[src/hw/rtl/pjn_pkg.sv]
// Package for the path join normaliser: command and phase codes, queue item type,
// payload widths and default sizes. No dependencies.
package pjn_pkg;

  localparam int CMD_W            = 2;
  localparam int CHAR_W           = 8;
  localparam int PATH_CHARS_DEF   = 128;
  localparam int MAX_SEGMENTS_DEF = 128;
  localparam int Q_DEPTH          = 2;

  localparam logic [CHAR_W-1:0] CH_SLASH = 8'h2F;
  localparam logic [CHAR_W-1:0] CH_DOT   = 8'h2E;
  localparam logic [CHAR_W-1:0] CH_NUL   = 8'h00;

  typedef enum logic [CMD_W-1:0] {
    CMD_CLEAR  = 2'd0,
    CMD_BASE   = 2'd1,
    CMD_SECOND = 2'd2,
    CMD_READ   = 2'd3
  } cmd_t;

  typedef enum logic [1:0] {
    PH_IDLE   = 2'd0,
    PH_BASE   = 2'd1,
    PH_SECOND = 2'd2,
    PH_READ   = 2'd3
  } phase_t;

  typedef enum logic [2:0] {
    B_IDLE  = 3'd0,
    B_POP   = 3'd1,
    B_RD    = 3'd2,
    B_SLASH = 3'd3,
    B_CHAR  = 3'd4
  } bst_t;

  typedef struct packed {
    cmd_t              cmd;
    logic [CHAR_W-1:0] ch;
    logic              is_slash;
    logic              is_dot;
    logic              is_nul;
  } item_t;

endpackage

[src/hw/rtl/pjn_if.sv]
// Valid/ready channel interfaces for the path join normaliser.
// Depends on pjn_pkg for payload widths.
interface pjn_in_if;
  logic                         valid;
  logic                         ready;
  logic [pjn_pkg::CMD_W-1:0]    command;
  logic [pjn_pkg::CHAR_W-1:0]   char_in;
  modport source (output valid, command, char_in, input ready);
  modport sink   (input valid, command, char_in, output ready);
endinterface

interface pjn_out_if;
  logic                         valid;
  logic                         ready;
  logic [pjn_pkg::CHAR_W-1:0]   out_char;
  logic                         last;
  modport source (output valid, out_char, last, input ready);
  modport sink   (input valid, out_char, last, output ready);
endinterface

[src/hw/rtl/pjn_ram.sv]
// Generic simple dual-port RAM: one write port, one read port, registered read.
// No dependencies.
module pjn_ram #(
  parameter int WIDTH = 8,
  parameter int DEPTH = 256
) (
  input  logic                     clk,
  input  logic                     we,
  input  logic [$clog2(DEPTH)-1:0] waddr,
  input  logic [WIDTH-1:0]         wdata,
  input  logic [$clog2(DEPTH)-1:0] raddr,
  output logic [WIDTH-1:0]         rdata
);

  logic [WIDTH-1:0] mem_r [DEPTH];
  logic [WIDTH-1:0] rdata_r;

  always_ff @(posedge clk) begin
    if (we) begin
      mem_r[waddr] <= wdata;
    end
    rdata_r <= mem_r[raddr];
  end

  assign rdata = rdata_r;

endmodule

[src/hw/rtl/pjn_front.sv]
// Front end: takes input beats, classifies the character and queues the item
// for the engine. Depends on pjn_pkg and pjn_if.
module pjn_front (
  input  logic           clk,
  input  logic           rst_n,
  pjn_in_if.sink         in_ch,
  output pjn_pkg::item_t q_item,
  output logic           q_valid,
  input  logic           q_ready
);

  localparam int QD  = pjn_pkg::Q_DEPTH;
  localparam int QAW = (QD > 1) ? $clog2(QD) : 1;
  localparam int QCW = $clog2(QD + 1);

  pjn_pkg::item_t   mem_r [QD];
  pjn_pkg::item_t   new_item;
  logic [QAW-1:0]   wr_r, wr_nxt, rd_r, rd_nxt;
  logic [QCW-1:0]   cnt_r, cnt_nxt;
  logic             push, pop;

  always_comb begin
    new_item.cmd      = pjn_pkg::cmd_t'(in_ch.command);
    new_item.ch       = in_ch.char_in;
    new_item.is_slash = (in_ch.char_in == pjn_pkg::CH_SLASH);
    new_item.is_dot   = (in_ch.char_in == pjn_pkg::CH_DOT);
    new_item.is_nul   = (in_ch.char_in == pjn_pkg::CH_NUL);
  end

  assign in_ch.ready = (cnt_r < QCW'(QD));
  assign push        = in_ch.valid && in_ch.ready;
  assign q_valid     = (cnt_r != '0);
  assign pop         = q_valid && q_ready;
  assign q_item      = mem_r[rd_r];

  always_comb begin
    wr_nxt  = wr_r;
    rd_nxt  = rd_r;
    cnt_nxt = cnt_r;
    if (push) begin
      wr_nxt = (wr_r == QAW'(QD - 1)) ? '0 : wr_r + 1'b1;
    end
    if (pop) begin
      rd_nxt = (rd_r == QAW'(QD - 1)) ? '0 : rd_r + 1'b1;
    end
    if (push && !pop) begin
      cnt_nxt = cnt_r + 1'b1;
    end else if (pop && !push) begin
      cnt_nxt = cnt_r - 1'b1;
    end
  end

  always_ff @(posedge clk) begin
    if (!rst_n) begin
      wr_r  <= '0;
      rd_r  <= '0;
      cnt_r <= '0;
    end else begin
      wr_r  <= wr_nxt;
      rd_r  <= rd_nxt;
      cnt_r <= cnt_nxt;
    end
  end

  always_ff @(posedge clk) begin
    if (push) begin
      mem_r[wr_r] <= new_item;
    end
  end

endmodule

[src/hw/rtl/pjn_back.sv]
// Engine: builds the segment stack in the character and segment-start RAMs and
// streams the joined path out. Depends on pjn_pkg, pjn_if and pjn_ram.
module pjn_back #(
  parameter int PATH_CHARS   = pjn_pkg::PATH_CHARS_DEF,
  parameter int MAX_SEGMENTS = pjn_pkg::MAX_SEGMENTS_DEF
) (
  input  logic           clk,
  input  logic           rst_n,
  input  pjn_pkg::item_t q_item,
  input  logic           q_valid,
  output logic           q_ready,
  pjn_out_if.source      out_ch
);

  localparam int SC  = 2 * PATH_CHARS;
  localparam int AW  = $clog2(SC);
  localparam int WPW = $clog2(SC + 1);
  localparam int SAW = $clog2(MAX_SEGMENTS);
  localparam int SGW = $clog2(MAX_SEGMENTS + 1);
  localparam int PCW = $clog2(PATH_CHARS);

  typedef struct packed {
    logic [SGW-1:0] cnt;
    logic [WPW-1:0] wp;
    logic [WPW-1:0] open;
    logic [PCW-1:0] pcc;
    logic [1:0]     dot;
    logic           push;
    logic [SAW-1:0] push_idx;
    logic [WPW-1:0] push_val;
    logic           cwe;
    logic [AW-1:0]  cw_addr;
    logic           pop;
  } eng_t;

  function automatic eng_t close_seg(eng_t e_in, logic second);
    eng_t e;
    e = e_in;
    if (e.wp != e.open) begin
      if (second && e.dot == 2'd1) begin
        e.wp = e.open;
      end else if (second && e.dot == 2'd2) begin
        e.wp = e.open;
        if (e.cnt != '0) begin
          e.pop = 1'b1;
        end
      end else if (e.cnt < SGW'(MAX_SEGMENTS)) begin
        e.push     = 1'b1;
        e.push_idx = e.cnt[SAW-1:0];
        e.push_val = e.open;
        e.cnt      = e.cnt + 1'b1;
      end else begin
        e.wp = e.open;
      end
    end
    e.open = e.wp;
    e.dot  = 2'd0;
    return e;
  endfunction

  function automatic eng_t take_char(eng_t e_in, pjn_pkg::item_t it, logic second);
    eng_t e;
    e = e_in;
    if (e.pcc < PCW'(PATH_CHARS - 1)) begin
      if (it.is_nul) begin
        e.pcc = PCW'(PATH_CHARS - 1);
      end else begin
        // a leading slash in the second path drops everything kept so far
        if (second && e.pcc == '0 && it.is_slash) begin
          e.cnt  = '0;
          e.wp   = '0;
          e.open = '0;
          e.dot  = 2'd0;
        end
        e.pcc = e.pcc + 1'b1;
        if (it.is_slash) begin
          e = close_seg(e, second);
        end else begin
          if (e.wp < WPW'(SC)) begin
            e.cwe     = 1'b1;
            e.cw_addr = e.wp[AW-1:0];
            e.wp      = e.wp + 1'b1;
          end
          if (it.is_dot && e.dot < 2'd2) begin
            e.dot = e.dot + 1'b1;
          end else begin
            e.dot = 2'd3;
          end
        end
      end
    end
    return e;
  endfunction

  pjn_pkg::bst_t   st_r, st_nxt;
  pjn_pkg::phase_t ph_r, ph_nxt;
  logic [SGW-1:0]  cnt_r, cnt_nxt, ro_seg_r, ro_seg_nxt;
  logic [WPW-1:0]  wp_r, wp_nxt, open_r, open_nxt;
  logic [WPW-1:0]  ro_ptr_r, ro_ptr_nxt, ro_end_r, ro_end_nxt;
  logic [PCW-1:0]  pcc_r, pcc_nxt;
  logic [1:0]      dot_r, dot_nxt;
  logic            pend_r, pend_nxt;
  logic            out_valid_r, out_valid_nxt, out_last_r, out_last_nxt;
  logic [7:0]      out_char_r, out_char_nxt;

  logic            cwe, swe;
  logic [AW-1:0]   cwaddr, craddr;
  logic [7:0]      crdata;
  logic [SAW-1:0]  swaddr, sraddr;
  logic [WPW-1:0]  swdata, srdata;
  logic [SGW-1:0]  seg_inc;
  logic [WPW-1:0]  ptr_inc;
  eng_t            e;

  pjn_ram #(.WIDTH(8), .DEPTH(SC)) u_char_ram (
    .clk(clk), .we(cwe), .waddr(cwaddr), .wdata(q_item.ch),
    .raddr(craddr), .rdata(crdata)
  );

  pjn_ram #(.WIDTH(WPW), .DEPTH(MAX_SEGMENTS)) u_seg_ram (
    .clk(clk), .we(swe), .waddr(swaddr), .wdata(swdata),
    .raddr(sraddr), .rdata(srdata)
  );

  assign out_ch.valid    = out_valid_r;
  assign out_ch.out_char = out_char_r;
  assign out_ch.last     = out_last_r;
  assign q_ready         = (st_r == pjn_pkg::B_IDLE);
  assign seg_inc         = ro_seg_r + 1'b1;
  assign ptr_inc         = ro_ptr_r + 1'b1;

  always_comb begin
    st_nxt        = st_r;
    ph_nxt        = ph_r;
    cnt_nxt       = cnt_r;
    wp_nxt        = wp_r;
    open_nxt      = open_r;
    pcc_nxt       = pcc_r;
    dot_nxt       = dot_r;
    pend_nxt      = pend_r;
    ro_seg_nxt    = ro_seg_r;
    ro_ptr_nxt    = ro_ptr_r;
    ro_end_nxt    = ro_end_r;
    out_valid_nxt = out_valid_r && !out_ch.ready;
    out_char_nxt  = out_char_r;
    out_last_nxt  = out_last_r;
    cwe           = 1'b0;
    cwaddr        = '0;
    swe           = 1'b0;
    swaddr        = '0;
    swdata        = '0;
    craddr        = ro_ptr_r[AW-1:0];
    sraddr        = seg_inc[SAW-1:0];

    e          = '0;
    e.cnt      = cnt_r;
    e.wp       = wp_r;
    e.open     = open_r;
    e.pcc      = pcc_r;
    e.dot      = dot_r;

    case (st_r)
      pjn_pkg::B_IDLE: begin
        if (q_valid) begin
          case (q_item.cmd)
            pjn_pkg::CMD_CLEAR: begin
              e.cnt = '0; e.wp = '0; e.open = '0; e.pcc = '0; e.dot = 2'd0;
              ro_seg_nxt = '0;
              ro_ptr_nxt = '0;
              ph_nxt     = pjn_pkg::PH_BASE;
            end
            pjn_pkg::CMD_BASE: begin
              if (ph_r == pjn_pkg::PH_IDLE) begin
                e.cnt = '0; e.wp = '0; e.open = '0; e.pcc = '0; e.dot = 2'd0;
                ro_seg_nxt = '0;
                ro_ptr_nxt = '0;
                ph_nxt     = pjn_pkg::PH_BASE;
              end
              if (ph_r == pjn_pkg::PH_IDLE || ph_r == pjn_pkg::PH_BASE) begin
                e = take_char(e, q_item, 1'b0);
              end
            end
            pjn_pkg::CMD_SECOND: begin
              if (ph_r == pjn_pkg::PH_IDLE || ph_r == pjn_pkg::PH_BASE) begin
                e     = close_seg(e, 1'b0);
                e.pcc = '0;
              end
              if (ph_r != pjn_pkg::PH_READ) begin
                ph_nxt = pjn_pkg::PH_SECOND;
                e      = take_char(e, q_item, 1'b1);
              end
            end
            pjn_pkg::CMD_READ: begin
              if (ph_r != pjn_pkg::PH_READ) begin
                e          = close_seg(e, ph_r == pjn_pkg::PH_SECOND);
                ph_nxt     = pjn_pkg::PH_READ;
                ro_seg_nxt = '0;
                ro_ptr_nxt = '0;
              end
              pend_nxt = 1'b1;
              st_nxt   = pjn_pkg::B_RD;
            end
            default: begin
            end
          endcase
          cnt_nxt  = e.cnt;
          wp_nxt   = e.wp;
          open_nxt = e.open;
          pcc_nxt  = e.pcc;
          dot_nxt  = e.dot;
          swe      = e.push;
          swaddr   = e.push_idx;
          swdata   = e.push_val;
          cwe      = e.cwe;
          cwaddr   = e.cw_addr;
          if (e.pop) begin
            // fetch the start of the newest segment, finish the pop next cycle
            sraddr = SAW'(e.cnt - 1'b1);
            st_nxt = pjn_pkg::B_POP;
          end
        end
      end
      pjn_pkg::B_POP: begin
        cnt_nxt  = cnt_r - 1'b1;
        wp_nxt   = srdata;
        open_nxt = srdata;
        dot_nxt  = 2'd0;
        st_nxt   = pend_r ? pjn_pkg::B_RD : pjn_pkg::B_IDLE;
      end
      pjn_pkg::B_RD: begin
        // wait for a free output slot so the RAM data need not be held
        if (!out_valid_r) begin
          pend_nxt = 1'b0;
          if (cnt_r == '0) begin
            out_valid_nxt = 1'b1;
            out_char_nxt  = pjn_pkg::CH_SLASH;
            out_last_nxt  = 1'b1;
            ro_seg_nxt    = '0;
            ro_ptr_nxt    = '0;
            st_nxt        = pjn_pkg::B_IDLE;
          end else if (ro_seg_r == '0 || ro_ptr_r >= ro_end_r) begin
            st_nxt = pjn_pkg::B_SLASH;
          end else begin
            st_nxt = pjn_pkg::B_CHAR;
          end
        end
      end
      pjn_pkg::B_SLASH: begin
        // segments sit back to back: this one starts where the last ended
        out_valid_nxt = 1'b1;
        out_char_nxt  = pjn_pkg::CH_SLASH;
        out_last_nxt  = 1'b0;
        ro_ptr_nxt    = (ro_seg_r == '0) ? '0 : ro_end_r;
        ro_end_nxt    = (seg_inc < cnt_r) ? srdata : wp_r;
        ro_seg_nxt    = seg_inc;
        st_nxt        = pjn_pkg::B_IDLE;
      end
      pjn_pkg::B_CHAR: begin
        out_valid_nxt = 1'b1;
        out_char_nxt  = crdata;
        if (ro_seg_r == cnt_r && ptr_inc >= ro_end_r) begin
          out_last_nxt = 1'b1;
          ro_seg_nxt   = '0;
          ro_ptr_nxt   = '0;
        end else begin
          out_last_nxt = 1'b0;
          ro_ptr_nxt   = ptr_inc;
        end
        st_nxt = pjn_pkg::B_IDLE;
      end
      default: begin
        st_nxt = pjn_pkg::B_IDLE;
      end
    endcase
  end

  always_ff @(posedge clk) begin
    if (!rst_n) begin
      st_r        <= pjn_pkg::B_IDLE;
      ph_r        <= pjn_pkg::PH_IDLE;
      cnt_r       <= '0;
      wp_r        <= '0;
      open_r      <= '0;
      pcc_r       <= '0;
      dot_r       <= 2'd0;
      pend_r      <= 1'b0;
      ro_seg_r    <= '0;
      ro_ptr_r    <= '0;
      ro_end_r    <= '0;
      out_valid_r <= 1'b0;
    end else begin
      st_r        <= st_nxt;
      ph_r        <= ph_nxt;
      cnt_r       <= cnt_nxt;
      wp_r        <= wp_nxt;
      open_r      <= open_nxt;
      pcc_r       <= pcc_nxt;
      dot_r       <= dot_nxt;
      pend_r      <= pend_nxt;
      ro_seg_r    <= ro_seg_nxt;
      ro_ptr_r    <= ro_ptr_nxt;
      ro_end_r    <= ro_end_nxt;
      out_valid_r <= out_valid_nxt;
    end
  end

  always_ff @(posedge clk) begin
    out_char_r <= out_char_nxt;
    out_last_r <= out_last_nxt;
  end

`ifndef SYNTHESIS
  a_slot_free: assert property (@(posedge clk) disable iff (!rst_n)
    (st_r == pjn_pkg::B_SLASH || st_r == pjn_pkg::B_CHAR) |-> !out_valid_r)
    else $error("readout data stage entered with output slot full");
  a_seg_bound: assert property (@(posedge clk) disable iff (!rst_n)
    cnt_r <= SGW'(MAX_SEGMENTS))
    else $error("segment count beyond stack depth");
  a_ro_bound: assert property (@(posedge clk) disable iff (!rst_n)
    ro_seg_r <= cnt_r)
    else $error("readout segment beyond segment count");
  a_pop_once: assert property (@(posedge clk) disable iff (!rst_n)
    st_r == pjn_pkg::B_POP |=> st_r == pjn_pkg::B_IDLE || st_r == pjn_pkg::B_RD)
    else $error("pop did not complete in one cycle");
`endif

endmodule

[src/hw/rtl/path_join_normalizer.sv]
// Top level of the path join normaliser: front end, item queue and engine.
// Depends on pjn_pkg, pjn_if, pjn_front and pjn_back.
//
//  port    | dir | beat                 | payload
//  --------+-----+----------------------+--------------------------------
//  in_ch   | in  | one command          | command[1:0], char_in[7:0]
//  out_ch  | out | one result character | out_char[7:0], last
//
// Path characters and clears are taken in the idle state; a slash that closes a
// ".." in the second path, or a read that first closes one, passes the pop state
// (segment-start RAM read). A read then goes through the read state and the slash
// or character state fed by the registered RAM reads, or just a slash if empty.
// A two-entry queue lets the input take beats while the engine is busy, until full.
// Reset clears all control state; the RAM contents start undefined.
module path_join_normalizer #(
  parameter int PATH_CHARS   = pjn_pkg::PATH_CHARS_DEF,
  parameter int MAX_SEGMENTS = pjn_pkg::MAX_SEGMENTS_DEF
) (
  input  logic      clk,
  input  logic      rst_n,
  pjn_in_if.sink    in_ch,
  pjn_out_if.source out_ch
);

  pjn_pkg::item_t q_item;
  logic           q_valid;
  logic           q_ready;

  pjn_front u_front (
    .clk(clk), .rst_n(rst_n), .in_ch(in_ch),
    .q_item(q_item), .q_valid(q_valid), .q_ready(q_ready)
  );

  pjn_back #(
    .PATH_CHARS(PATH_CHARS),
    .MAX_SEGMENTS(MAX_SEGMENTS)
  ) u_back (
    .clk(clk), .rst_n(rst_n),
    .q_item(q_item), .q_valid(q_valid), .q_ready(q_ready),
    .out_ch(out_ch)
  );

endmodule
[src/flat_wrapper.sv]
// flat-port wrapper written by rule: the top's interface ports become plain ports
module path_join_normalizer_flat 
#(
  parameter int PATH_CHARS   = pjn_pkg::PATH_CHARS_DEF,
  parameter int MAX_SEGMENTS = pjn_pkg::MAX_SEGMENTS_DEF
)
  (clk, rst_n, in_ch_valid, in_ch_command, in_ch_char_in, in_ch_ready, out_ch_valid, out_ch_out_char, out_ch_last, out_ch_ready);
  pjn_in_if in_ch_i ();
  pjn_out_if out_ch_i ();
  input  logic clk;
  input  logic rst_n;
  input wire logic [$bits(in_ch_i.valid)-1:0] in_ch_valid;
  input wire logic [$bits(in_ch_i.command)-1:0] in_ch_command;
  input wire logic [$bits(in_ch_i.char_in)-1:0] in_ch_char_in;
  output wire logic [$bits(in_ch_i.ready)-1:0] in_ch_ready;
  output wire logic [$bits(out_ch_i.valid)-1:0] out_ch_valid;
  output wire logic [$bits(out_ch_i.out_char)-1:0] out_ch_out_char;
  output wire logic [$bits(out_ch_i.last)-1:0] out_ch_last;
  input wire logic [$bits(out_ch_i.ready)-1:0] out_ch_ready;
  assign in_ch_i.valid = in_ch_valid;
  assign in_ch_i.command = in_ch_command;
  assign in_ch_i.char_in = in_ch_char_in;
  assign in_ch_ready = in_ch_i.ready;
  assign out_ch_valid = out_ch_i.valid;
  assign out_ch_out_char = out_ch_i.out_char;
  assign out_ch_last = out_ch_i.last;
  assign out_ch_i.ready = out_ch_ready;
  path_join_normalizer #(.PATH_CHARS(PATH_CHARS), .MAX_SEGMENTS(MAX_SEGMENTS)) u_core (.clk(clk), .rst_n(rst_n), .in_ch(in_ch_i), .out_ch(out_ch_i));
endmodule
[config.mk]
export PLATFORM = sky130hd
export DESIGN_NAME = path_join_normalizer_flat
export DESIGN_NICKNAME = d
export VERILOG_FILES = /design/src/hw/rtl/pjn_pkg.sv /design/src/hw/rtl/pjn_if.sv /design/src/hw/rtl/pjn_ram.sv /design/src/hw/rtl/pjn_front.sv /design/src/hw/rtl/pjn_back.sv /design/src/hw/rtl/path_join_normalizer.sv /design/src/flat_wrapper.sv
export SDC_FILE = /design/constraint.sdc
export NUM_CORES = 2
export LEC_CHECK = 0
export BUFFER_PORTS_ARGS = -buffer_cell sky130_fd_sc_hd__buf_2
export CORE_MARGIN = 5
export CORE_UTILIZATION = 55
export DETAILED_ROUTE_END_ITERATION = 8
export PLACE_DENSITY = 0.7
export SLEW_MARGIN = 20
export SYNTH_ARGS = -nofsm -noshare
export SYNTH_HDL_FRONTEND = slang
export SYNTH_SLANG_ARGS = --single-unit
[constraint.sdc]
create_clock -name clk -period 13.6 [get_ports clk]
set_input_delay 0.68 -clock clk [delete_from_list [all_inputs] [get_ports clk]]
set_output_delay 0.68 -clock clk [all_outputs]
set_load 0.01 [all_outputs]
==> impl_metrics.toml <==
[route]
first_iter_violations = 9738
viasPerCell = 6.60
dr_total_vias = 72500
wl_met1_um = 130000
wirelength_um = 341000
drc = 0
wl_met2_um = 166000
wire_per_inst_um = 31.0
wl_met3_um = 29900
ant_nets = 0
dr.pass1.iters = 9
top_layer = "met5"

[floorplan]
rows = 181
fp.coreArea_sq_mm = 0.243
start_util_pct = 55.3
ios = 25
dieArea_sq_mm = 0.255
dieHeight_um = 505
die-width_um = 505

[status]
status = "finished, final reports clean"

[clock_network]
clkLatencyLatePin_ps = 950
cts_tree = "yes"
numCtsBuffers = 345
ctsHtreeMaxLevel = 5
clockBufferDepth = 4
path_clk_slew_ps = 60
post_cts_buffers = 0
clock-sinks = 3325
clock-root-buffer = "clkbuf_16"

[placement]
dp.cells = 10400
place.gp.congestion = 0.930
place.port_buffers = 24
hpwl_um = 207000

[synthesis]
synth_edf_count = 3235
yosys.area.top_type_share_pct = 72.2
synthTopCellsByCount = "edfxtp_1, mux4_2, nand2_1, nor2_1, clkbuf_1"
netlist_area_sq_mm = 0.135
synth_top_flop_cell = "edfxtp_1"
syn_nets = 7529
ys_ff_latch = 3325
synth.avg_cell_area_sq_um = 18.0
netlist_instances = 7469
synth_top_area_cell = "edfxtp_1"
yosysMostFrequentCell = "edfxtp_1"
yosys_warnings = 0
synthDistinctLibCells = 93
synth-async-reset-ratio_pct = 0
synth.area.top_cells = "edfxtp_1, mux4_2, mux2i_1"
seq_area_frac_synth_pct = 73.6

[sta]
fin_crit_sh_pct = 63.6
period_needed_ps = 8660
maxSlewHeadroom_pct = 14.1
finalSetupViolCount = 0
final_hold_viol_count = 0
fin_skew_ps = 95.4
hold_slack_ps = 173
tns_ps = 0
tightest_slew_ps = 1280
max_freq_mhz = 116
rsz0062_at_grt = "false"
final-max-slew-violation-count = 0

[power_and_ir_drop]
combPwrFrac_pct = 7.7
p_per_area_mw_per_mm2 = 152
clockPowerShare_pct = 39.9
p_leak_uw = 0.0435
power.net_switching_uw = 5300
sw_frac_of_total_pct = 23.4
finalPower_uw = 22700
seqPwrFrac_pct = 52.4
intPower_uw = 17400
max-vdd-ir-drop_v = 0.000141

[layout]
layoutNonFillerInstCount = 11000
final_util_pct = 61.3
nets = 7586
drive_gt1_share_pct = 19.6
fillers = 17000
area_growth_pct = 10.9

[setup_path]
crit_path_end = "u_core.u_back.u_seg_ram.rdata[1]"
cp_num_buf_inv = 6
critical_path_arrival_ps = 9440
critical_path_class = "reg -> reg"
cpPeakStageDelay_ps = 930
r2r_setup_slack_ps = 4940
cp_top_family = "simple AND/OR/NAND/NOR gates"
cp.depth = 26
critPathLaunch = "u_core.u_back.ph_r[1]"
end_kind = "flop"
reg2regPathDepth = 26
r2r-start = "u_core.u_back.ph_r[1]"
rr_endpoint = "u_core.u_back.u_seg_ram.rdata[1]"
start_kind = "flop"
slowest_stage = "buf_4"
cp_max_fo = 140
crit_required_ps = 14390

[grt]
grt_first_pass_wirelength_um = 498000
grt_max_degree = 148
grt_overflow_total = 0
antenna_found_initial = 14
track_usage_pct = 26.4
grt_pass1_vias = 71500

[hold_path]
min_path_type = "in -> reg"

[job]
maxCapViolCount = 0
-- cells by family after synthesis --
| family | count (synthesis) | synth area share, % |
|---|---|---|
| flip-flops | 3325 | 73.6 |
| buffers and inverters | 522 | 1.57 |
| AO/OA/AOI/OAI | 825 | 4.32 |
| adder cells (fa/ha/maj) | 46 | 0.428 |
| XOR/XNOR | 50 | 0.331 |
| AND/OR/NAND/NOR | 1628 | 5.28 |
| multiplexers | 1073 | 14.5 |
-- registers in the layout, indices dropped and copies added, names as in the netlist, 8 cells and up, named ones only --
signal	count
u_core.u_back.u_char_ram.mem_r	2048
u_core.u_back.u_seg_ram.mem_r	1152
u_core.u_front.mem_r	26
u_core.u_back.open_r	9
u_core.u_back.ro_end_r	9
u_core.u_back.ro_ptr_r	9
u_core.u_back.u_seg_ram.rdata	9
u_core.u_back.wp_r	9
u_core.u_back.cnt_r	8
u_core.u_back.out_ch.out_char	8
u_core.u_back.ro_seg_r	8
u_core.u_back.u_char_ram.rdata	8
-- area by class of cell --
cell class / instances / area [sq um] / area share (%)
flip-flops and latches: 3325 / 99000 / 66.4
multi-input cells: 3622 / 33800 / 22.6
clock buffers: 413 / 9010 / 6.04
well taps: 3202 / 4010 / 2.69
clock inverters: 195 / 1760 / 1.18
repair buffers: 189 / 1480 / 0.991
inverters: 43 / 161 / 0.108
diodes: 4 / 10.0 / 0.00671
-- routing by layer --
layer / global-route usage [%] / vias up
li1: - / 30300
met1: 36.7 / 37600
met2: 42.3 / 3953
met3: 4.65 / 699
met4: 10.6 / 2
met5: 0 / -
-- per-stage QoR --
stage / area (sq um) / setup WS [ps]
global route: 149000 / 4760
global placement: 138000 / 5450
finish: 149000 / 4940
CTS: 149000 / 5380
floorplan: 135000 / 6980
detailed placement: 138000 / 5400
-- what timing repair did --
item,in CTS,in global routing
hold endpoints to repair,20,0
gates resized for setup,0,0
hold buffers,10,0
-- how the worst min path moves through the flow --
stage / cells after the start / startpoint / end / slack (ps)
2_1_floorplan: 1 / u_core.u_back.u_char_ram.rdata[0] / u_core.u_back.out_ch.out_char[0] / 460
3_3_place_gp: 2 / u_core.u_back.ro_end_r[0] / u_core.u_back.ro_ptr_r[0] / 490
3_5_place_dp: 2 / u_core.u_back.ro_end_r[0] / u_core.u_back.ro_ptr_r[0] / 500
4_1_cts: 2 / rst_n / u_core.u_back.st_r[1] / 100
5_1_grt: 2 / rst_n / u_core.u_back.st_r[1] / 130
6_report: 2 / rst_n / u_core.u_back.st_r[1] / 170
-- layout by cell type, fill, tap and decap left out, types with 15 or more instances in the layout --
cell type  netlist  layout
a31oi_1         40      37
xnor2_1         34      32
inv_1           37      36
o22a_1          26      26
buf_2           63      24
o22ai_1        102     102
nand2b_1        18      18
a22oi_1         26      26
mux2i_1        277     276
nor2_1         548     537
mux2_2         103      95
nand3_1        194     194
ha_1            46      46
clkbuf_1       317      59
a311oi_1        15      15
buf_4           18     147
nand4_1         32      32
a211oi_1        25      25
nor3_1          38      38
dfxtp_1         90      84
clkbuf_16        0     348
o21ai_0         90      89
a222oi_1        42      42
bufinv_16        0      27
and2_1          26      17
a32oi_1         25      25
nand2_1        611     606
nor4_1          50      50
edfxtp_1      3235    3235
a21oi_1        177     177
mux4_2         690     690
xor2_1          15      15
o211ai_1        72      72
clkinv_2         0      69
and3_1          36      36
clkinv_1         6      76
-- power groups by stage --
stage / Combinational (uW) / Clock, uW / Sequential, uW
final: 1750 / 9050 / 11900
after global routing: 1850 / 9600 / 11900
after CTS: 1730 / 9140 / 11900
after detailed placement: 1730 / 0 / 12100
after global placement: 1670 / 0 / 12100
after floorplan: 956 / 0 / 12100
Power figures use the tool's default switching activity.
